===== src/rtl/lpfr_pkg.sv =====
// shared types and constants for the length-prefixed frame receiver
// no dependencies; imported by every rtl module of the block
`timescale 1ns / 1ps
`default_nettype none

package lpfr_pkg;

  localparam int STORE_DEPTH_DEF = 256;
  localparam int BYTE_W          = 8;

  typedef enum logic [1:0] {
    CMD_RX    = 2'd0,
    CMD_TAKE  = 2'd1,
    CMD_CLEAR = 2'd2,
    CMD_NONE  = 2'd3
  } cmd_t;

  typedef struct packed {
    cmd_t              cmd;
    logic [BYTE_W-1:0] rx_byte;
  } item_t;

  typedef struct packed {
    logic              write_enable;
    logic [BYTE_W-1:0] write_address;
    logic [BYTE_W-1:0] write_data;
    logic              packet_done;
    logic              ready_flag;
    logic              overflow_flag;
    logic [BYTE_W-1:0] fill_level;
  } result_t;

endpackage

`default_nettype wire


===== src/rtl/lpfr_in_stage.sv =====
// input register of the frame receiver
// depends on lpfr_pkg for the item type
`timescale 1ns / 1ps
`default_nettype none

module lpfr_in_stage (
  input  wire logic                       clk,
  input  wire logic                       rst,
  input  wire logic                       in_valid,
  output logic                            in_stall,
  input  wire logic [1:0]                 command,
  input  wire logic [lpfr_pkg::BYTE_W-1:0] rx_byte,
  input  wire logic                       advance,
  output logic                            item_valid,
  output lpfr_pkg::item_t                 item
);
  import lpfr_pkg::*;

  // held item blocks a new one only when it cannot move on
  assign in_stall = item_valid && !advance;

  always_ff @(posedge clk) begin
    if (rst) begin
      item_valid <= 1'b0;
    end else if (!in_stall) begin
      item_valid <= in_valid;
    end
  end

  always_ff @(posedge clk) begin
    if (!in_stall && in_valid) begin
      item.cmd     <= cmd_t'(command);
      item.rx_byte <= rx_byte;
    end
  end

endmodule

`default_nettype wire


===== src/rtl/lpfr_core.sv =====
// framing state and per-item next-state logic of the frame receiver
// depends on lpfr_pkg for the item and result types
`timescale 1ns / 1ps
`default_nettype none

module lpfr_core #(
  parameter int STORE_DEPTH = lpfr_pkg::STORE_DEPTH_DEF
) (
  input  wire logic                        clk,
  input  wire logic                        rst,
  input  wire logic                        fire,
  input  wire lpfr_pkg::item_t             item,
  input  wire logic [lpfr_pkg::BYTE_W-1:0] start_byte,
  output lpfr_pkg::result_t                res
);
  import lpfr_pkg::*;

  localparam int             PTR_W   = $clog2(STORE_DEPTH);
  localparam logic [PTR_W:0] DEPTH_V = (PTR_W+1)'(STORE_DEPTH);

  logic              begin_seen, begin_seen_next;
  logic              length_seen, length_seen_next;
  logic [BYTE_W-1:0] declared_length, declared_length_next;
  logic [BYTE_W-1:0] payload_count, payload_count_next;
  logic [PTR_W-1:0]  write_pointer, write_pointer_next;
  logic [PTR_W-1:0]  fill_count, fill_count_next;
  logic              ready, ready_next;
  logic              overflowed, overflowed_next;

  logic              we;
  logic [BYTE_W-1:0] data;
  logic              done;
  logic [PTR_W:0]    ptr_inc;
  logic [PTR_W:0]    fill_inc;
  logic [BYTE_W-1:0] ptr_low;
  logic [BYTE_W-1:0] fill_low;

  assign ptr_inc  = {1'b0, write_pointer} + (PTR_W+1)'(1);
  assign fill_inc = {1'b0, fill_count} + (PTR_W+1)'(1);

  always_comb begin
    begin_seen_next      = begin_seen;
    length_seen_next     = length_seen;
    declared_length_next = declared_length;
    payload_count_next   = payload_count;
    write_pointer_next   = write_pointer;
    fill_count_next      = fill_count;
    ready_next           = ready;
    overflowed_next      = overflowed;
    we                   = 1'b0;
    data                 = '0;
    done                 = 1'b0;
    unique case (item.cmd)
      CMD_RX: begin
        if (length_seen) begin
          if (payload_count < declared_length) begin
            payload_count_next = payload_count + BYTE_W'(1);
            we                 = 1'b1;
            data               = item.rx_byte;
          end else begin
            // trailing byte closes the packet
            payload_count_next = '0;
            length_seen_next   = 1'b0;
            begin_seen_next    = 1'b0;
            ready_next         = 1'b1;
            done               = 1'b1;
          end
        end else if (begin_seen) begin
          length_seen_next     = 1'b1;
          declared_length_next = item.rx_byte;
          we                   = 1'b1;
          data                 = item.rx_byte;
        end
        // start byte opens a packet, also right after one closes
        if (!we && !begin_seen_next && (item.rx_byte == start_byte)) begin
          begin_seen_next = 1'b1;
          we              = 1'b1;
          data            = item.rx_byte;
        end
        if (we) begin
          write_pointer_next = (ptr_inc == DEPTH_V) ? '0 : ptr_inc[PTR_W-1:0];
          if (fill_inc == DEPTH_V) begin
            fill_count_next = '0;
            overflowed_next = 1'b1;
          end else begin
            fill_count_next = fill_inc[PTR_W-1:0];
          end
        end
      end
      CMD_TAKE: begin
        if (fill_count != '0) begin
          fill_count_next = fill_count - PTR_W'(1);
        end
      end
      CMD_CLEAR: begin
        ready_next      = 1'b0;
        overflowed_next = 1'b0;
      end
      default: begin
      end
    endcase
  end

  always_ff @(posedge clk) begin
    if (rst) begin
      begin_seen      <= 1'b0;
      length_seen     <= 1'b0;
      declared_length <= '0;
      payload_count   <= '0;
      write_pointer   <= '0;
      fill_count      <= '0;
      ready           <= 1'b0;
      overflowed      <= 1'b0;
    end else if (fire) begin
      begin_seen      <= begin_seen_next;
      length_seen     <= length_seen_next;
      declared_length <= declared_length_next;
      payload_count   <= payload_count_next;
      write_pointer   <= write_pointer_next;
      fill_count      <= fill_count_next;
      ready           <= ready_next;
      overflowed      <= overflowed_next;
    end
  end

  // low byte of pointer and count for reporting
  generate
    if (PTR_W >= BYTE_W) begin : g_wide
      assign ptr_low  = write_pointer[BYTE_W-1:0];
      assign fill_low = fill_count_next[BYTE_W-1:0];
    end else begin : g_narrow
      assign ptr_low  = {{(BYTE_W-PTR_W){1'b0}}, write_pointer};
      assign fill_low = {{(BYTE_W-PTR_W){1'b0}}, fill_count_next};
    end
  endgenerate

  always_comb begin
    res.write_enable  = we;
    res.write_address = we ? ptr_low : '0;
    res.write_data    = data;
    res.packet_done   = done;
    res.ready_flag    = ready_next;
    res.overflow_flag = overflowed_next;
    res.fill_level    = fill_low;
  end

endmodule

`default_nettype wire


===== src/rtl/lpfr_out_stage.sv =====
// result register of the frame receiver
// depends on lpfr_pkg for the result type
`timescale 1ns / 1ps
`default_nettype none

module lpfr_out_stage (
  input  wire logic              clk,
  input  wire logic              rst,
  input  wire logic              fire,
  input  wire lpfr_pkg::result_t res,
  output logic                   advance,
  output logic                   out_valid,
  input  wire logic              out_stall,
  output lpfr_pkg::result_t      out_res
);
  import lpfr_pkg::*;

  // register is free when empty or being drained this cycle
  assign advance = !out_valid || !out_stall;

  always_ff @(posedge clk) begin
    if (rst) begin
      out_valid <= 1'b0;
    end else if (advance) begin
      out_valid <= fire;
    end
  end

  always_ff @(posedge clk) begin
    if (advance && fire) begin
      out_res <= res;
    end
  end

endmodule

`default_nettype wire


===== src/rtl/length_prefixed_frame_receiver.sv =====
// top level of the length-prefixed frame receiver
// depends on lpfr_pkg, lpfr_in_stage, lpfr_core and lpfr_out_stage
`timescale 1ns / 1ps
`default_nettype none

// Frames packets out of a byte stream: a packet is the start byte (cfg
// register), a length byte N and N payload bytes. Each of these bytes yields
// a store write report (address into a STORE_DEPTH ring, byte); the byte
// after the payload pulses packet_done and sets the sticky ready flag; it
// is stored only if it equals the start byte, which opens the next packet. The
// fill count wraps to zero and sets the sticky overflow flag on reaching the
// depth; command 1 lowers it (saturating at zero), command 2 clears both
// flags. Every item gives exactly one result item. Throughput is one item per
// clock while the consumer does not stall; an item passes through the input
// register, the combinational framing update and the result register. Write
// start_byte only while no item is in flight. For depths above 256 the
// address and fill level report the low eight bits.

module length_prefixed_frame_receiver #(
  parameter int STORE_DEPTH = lpfr_pkg::STORE_DEPTH_DEF
) (
  input  wire logic                        clk,
  input  wire logic                        rst,
  // configuration: start byte
  input  wire logic                        cfg_write,
  input  wire logic [lpfr_pkg::BYTE_W-1:0] cfg_data,
  // input items
  input  wire logic                        in_valid,
  output logic                             in_stall,
  input  wire logic [1:0]                  command,
  input  wire logic [lpfr_pkg::BYTE_W-1:0] rx_byte,
  // result items
  output logic                             out_valid,
  input  wire logic                        out_stall,
  output logic                             write_enable,
  output logic [lpfr_pkg::BYTE_W-1:0]      write_address,
  output logic [lpfr_pkg::BYTE_W-1:0]      write_data,
  output logic                             packet_done,
  output logic                             ready_flag,
  output logic                             overflow_flag,
  output logic [lpfr_pkg::BYTE_W-1:0]      fill_level
);
  import lpfr_pkg::*;

  logic [BYTE_W-1:0] start_byte;
  logic              advance;
  logic              item_valid;
  item_t             item;
  logic              fire;
  result_t           res;
  result_t           out_res;

  // start byte register; the user writes it only while idle, the block does not enforce it
  always_ff @(posedge clk) begin
    if (rst) begin
      start_byte <= '0;
    end else if (cfg_write) begin
      start_byte <= cfg_data;
    end
  end

  // input register: holds the item while the result side is blocked
  lpfr_in_stage u_in (
    .clk        (clk),
    .rst        (rst),
    .in_valid   (in_valid),
    .in_stall   (in_stall),
    .command    (command),
    .rx_byte    (rx_byte),
    .advance    (advance),
    .item_valid (item_valid),
    .item       (item)
  );

  // held item is processed in the cycle it moves into the result register
  assign fire = item_valid && advance;

  // framing state machine and store pointer / fill bookkeeping
  lpfr_core #(
    .STORE_DEPTH (STORE_DEPTH)
  ) u_core (
    .clk        (clk),
    .rst        (rst),
    .fire       (fire),
    .item       (item),
    .start_byte (start_byte),
    .res        (res)
  );

  // result register, decouples the consumer stall from new input items
  lpfr_out_stage u_out (
    .clk       (clk),
    .rst       (rst),
    .fire      (fire),
    .res       (res),
    .advance   (advance),
    .out_valid (out_valid),
    .out_stall (out_stall),
    .out_res   (out_res)
  );

  assign write_enable  = out_res.write_enable;
  assign write_address = out_res.write_address;
  assign write_data    = out_res.write_data;
  assign packet_done   = out_res.packet_done;
  assign ready_flag    = out_res.ready_flag;
  assign overflow_flag = out_res.overflow_flag;
  assign fill_level    = out_res.fill_level;

`ifndef SYNTH
  // input only backs up when the result register is full and blocked
  a_stall_cause: assert property (@(posedge clk) disable iff (rst)
    in_stall |-> (out_valid && out_stall))
    else $error("input stalled while result register could take an item");

  // a finished packet always leaves the ready flag set
  a_done_ready: assert property (@(posedge clk) disable iff (rst)
    (out_valid && packet_done) |-> ready_flag)
    else $error("packet_done without ready flag");

  // a write on the closing byte can only be the next start byte
  a_done_write: assert property (@(posedge clk) disable iff (rst)
    (out_valid && packet_done && write_enable) |-> (write_data == start_byte))
    else $error("closing byte stored but it is not the start byte");
`endif

endmodule

`default_nettype wire


===== config.mk =====
export PLATFORM = sky130hd
export DESIGN_NAME = length_prefixed_frame_receiver
export DESIGN_NICKNAME = d
export VERILOG_FILES = /design/src/rtl/lpfr_pkg.sv /design/src/rtl/lpfr_in_stage.sv /design/src/rtl/lpfr_core.sv /design/src/rtl/lpfr_out_stage.sv /design/src/rtl/length_prefixed_frame_receiver.sv
export SDC_FILE = /design/constraint.sdc
export NUM_CORES = 1
export LEC_CHECK = 0
export ABC_AREA = 1
export BUFFER_PORTS_ARGS = -buffer_cell sky130_fd_sc_hd__buf_4
export CELL_PAD_IN_SITES_DETAIL_PLACEMENT = 0
export CELL_PAD_IN_SITES_GLOBAL_PLACEMENT = 1
export CORE_UTILIZATION = 43
export DETAILED_ROUTE_END_ITERATION = 6
export PLACE_DENSITY_LB_ADDON = 0.08
export RECOVER_POWER = 25
export SYNTH_ARGS = -nofsm -noshare
export SYNTH_HDL_FRONTEND = slang
export SYNTH_SLANG_ARGS = --single-unit
export TNS_END_PERCENT = 100

===== constraint.sdc =====
create_clock -name clk -period 2.8 [get_ports clk]
set_clock_uncertainty 0.2 [all_clocks]
set_input_delay 0.28 -clock clk [delete_from_list [all_inputs] [get_ports clk]]
set_output_delay 0.28 -clock clk [all_outputs]
set_load 0.05 [all_outputs]

==> results by group <==
Placement
  • Post-DP HPWL: 6.24 mm
  • Placer congestion estimate: 0.896
  • Placed Area: 4570 sq um
  • Worst slack, placed: 584 ps
  • PortBufs: 52

Finish
  • Layout area overhead: 18.4%
  • Commonest non-fill, non-tap cell in the layout: nand2_1
  • Area occupied by multi-input gates: approximately 1600 sq um
  • Post-route cell area: 4810 sq um
  • Fillers: 916
  • ANT cells: 0
  • Commonest non-fill, non-tap cells in the layout: 88 x nand2_1, 81 x inv_1, 46 x dfxtp_1
  • Layout cell share with drive strength beyond 1: between 10% and 20%
  • Nets@finish: between 500 and 600
  • FF/Latch Area: 2060 sq um

Drt
  • DR pass1 iterations: 4
  • Routed WL: 8.83 mm
  • Via density: 4.82
  • DR WL/cell: 13.1 um
  • Initial drt markers: 95
  • DR vias: 3248
  • Antenna-violating nets left: 0
  • Post-route DRC: 0

STA
  • Final Cycle Share: between 70% and 80%
  • Final hold violation count: 0
  • Fmax achieved: 450 MHz
  • Worst hold slack: approximately 5 ps
  • Setup_tns: 0 ps
  • Worst slew pin tran: around 940 ps
  • RSZ-0062 raised after global routing: false
  • Final-report max-slew violation count: 0
  • Min setup slack post-route: 576 ps
  • Final min period: 2220 ps
  • Slew Limit Headroom: 37.5%
  • Final setup viols: 0

Synth
  • Synth Instances: 490
  • Register area share after synthesis: 50.8%
  • Syn_area_per_cell: 8.29 sq um
  • Synthesis Warnings: 0
  • Post-Synthesis Cell Area: 4060 sq um
  • Syn Nets: about 530
  • Seq cells post-synth: 84
  • Synth unique cells: 36

Hold path
  • Hold/Removal Path Class: in2reg

Power
  • Comb power frac: between 10% and 20%
  • Int Power: 1880 uW
  • Switching share of power: 28.3%
  • Total power: approximately 2600 uW
  • Leak pwr: 0.00213 uW
  • Pwr/cell area: roughly 540 nW/um^2
  • Register share of total power: a little over half
  • Switching power: about 740 uW
  • Peak VDD IR: ~250 uV
  • Clock power share: between 30% and 40%

Clocking
  • Clk slew on worst S/H paths: 90 ps
  • Root buffer cell: clkbuf_8
  • Num CTS Buffers: 9
  • Setup Fix Bufs, Post-CTS: 0
  • Max Root-Sink Buffers: 2
  • Clk_lat worst skew: 360 ps
  • Htree depth: 3
  • CTS tree: done
  • Post-cts resize count: 0
  • Clock sinks: 84

Setup path
  • CP Buf/Inv Count: 3
  • CP max-delay cell: edfxtp_1
  • Worst Setup Start Kind: register
  • Critical path fanouts, max: 10
  • CP endpoint kind: register
  • Crit path arrival time: 2330 ps
  • Req. time, crit path: 2910 ps
  • Max stage delay on crit path: 620 ps
  • CP top delay family: simple AND/OR/NAND/NOR gates
  • CP Cell Sequence: nor2_8, inv_4, nor2_8, nand2_4, clkinv_2, nand3_2, nor2_2, nand3_2, xor2_1, or2_1, inv_1
  • WS Path Type: reg2reg

Global routing
  • Pin count of the biggest net entering global routing: 28
  • First-pass GRT wire length: 14.6 mm
  • Vias in the first global route: between 3000 and 4000
  • Gr usage total: 18.9%
  • Initial antenna violation count: 0
  • Gr ovfl total: 0

Floorplan
  • Starting Density: 44.1%
  • # rows: 35
  • Area of the core: about 9200 sq um
  • DIE WIDTH: 99.2 um
  • Die Height: between 90 and 100 um
  • I/O pin total: 53
  • Full die area: 9830 sq um

Flow run
  • Max-cap violations: 0

Status
  • Status: complete, no violations
synthesized netlist by cell type:
master	count	share of area [%]
nand2_1	88	8.1
inv_4	1	0.15
o22ai_1	1	0.15
o21ai_0	33	4.1
or2_1	1	0.15
nor3_1	6	0.74
nor2_2	3	0.46
xnor2_1	2	0.43
buf_4	3	0.55
nand4_1	8	1.2
o211ai_1	1	0.18
nand3_2	2	0.49
xor2_1	12	2.6
or2_2	1	0.15
nor4_1	1	0.15
clkinv_2	1	0.12
dfxtp_1	46	23
nor3b_1	1	0.18
clkinv_1	1	0.092
nand2_4	1	0.28
o21a_1	1	0.18
edfxtp_1	38	28
buf_2	3	0.37
nor2_8	2	0.99
nand3b_1	2	0.37
ha_1	12	3.7
o31ai_1	1	0.18
inv_1	81	7.5
nand2_2	1	0.15
nand3_1	38	4.7
and3_1	1	0.15
a21oi_1	44	5.4
clkbuf_1	7	0.65
nor2_1	44	4.1
a22oi_1	1	0.18
buf_6	1	0.28
layout make-up:
class | count | area share (%)
Sequential cell | 84 | 42.9
Multi-Input combinational cell | 308 | 33.4
Timing Repair Buffer | 71 | 10.2
Inverter | 84 | 6.64
Tap cell | 111 | 2.89
Clock buffer | 11 | 2.73
Clock inverter | 5 | 1.28
worst paths after layout:
kind,to,startpoint,slack [ps],cells after the start
setup reg to reg,u_core.payload_count[6],u_in.item[9],580,11
hold / removal,u_in.item_valid,in_valid,5,3
setup / recovery,u_core.payload_count[6],u_in.item[9],580,11
hold reg to reg,start_byte[0],start_byte[0],270,2
routing by layer:
layer	vias up	routed length (um)	share of wire, %	global-route usage [%]
li1	1725	-	-	-
met1	1462	4520	51	26.4
met2	57	3940	45	29.8
met3	4	309	3.5	4.01
met4	0	67	0.76	5.43
met5	-	0	0	0
cell families after synthesis:
logic type	Yosys count	share of synthesized area (%)
XOR/XNOR	14	3.02
AO/OA/AOI/OAI	82	10.4
flip-flops	84	50.8
adder cells (fa/ha/maj)	12	3.70
buffers and inverters	98	9.71
AND/OR/NAND/NOR	200	22.4
sequential cells by signal (all words and copies together) (netlist names):
signal,cells
start_byte,8
u_core.begin_seen,1
u_core.declared_length,8
u_core.fill_count,8
u_core.length_seen,1
u_core.overflowed,1
u_core.payload_count,8
u_core.ptr_low,8
u_core.ready,1
u_in.item,10
u_in.item_valid,1
u_out.out_res,28
u_out.out_valid,1
tightest hold or removal path, cell delays in order:
cell and delay [ps]:
buf_4 110, nand2_1 70, a21oi_1 60
power by group through the flow:
stage / combinational (uW) / sequential [uW] / clock, uW
finish: 370 / 1380 / 872
floorplan: 191 / 1470 / 0
global placement: 367 / 1400 / 0
CTS: 384 / 1380 / 901
detailed placement: 370 / 1400 / 0
global route: 410 / 1380 / 950
repair_timing:
| action | CTS | global route |
|---|---|---|
| setup endpoints to repair | 0 | 0 |
| hold endpoints to repair | 12 | 0 |
| hold buffers | 12 | 0 |
through the flow:
stage / std cells / utilization, %
3_3_place_gp: 646 / 49.7
4_1_cts: 674 / 53.1
3_5_place_dp: 646 / 49.7
5_1_grt: 674 / 52.3
2_1_floorplan: 490 / -
6_report: 674 / 52.3
Power figures use the tool's default switching activity.
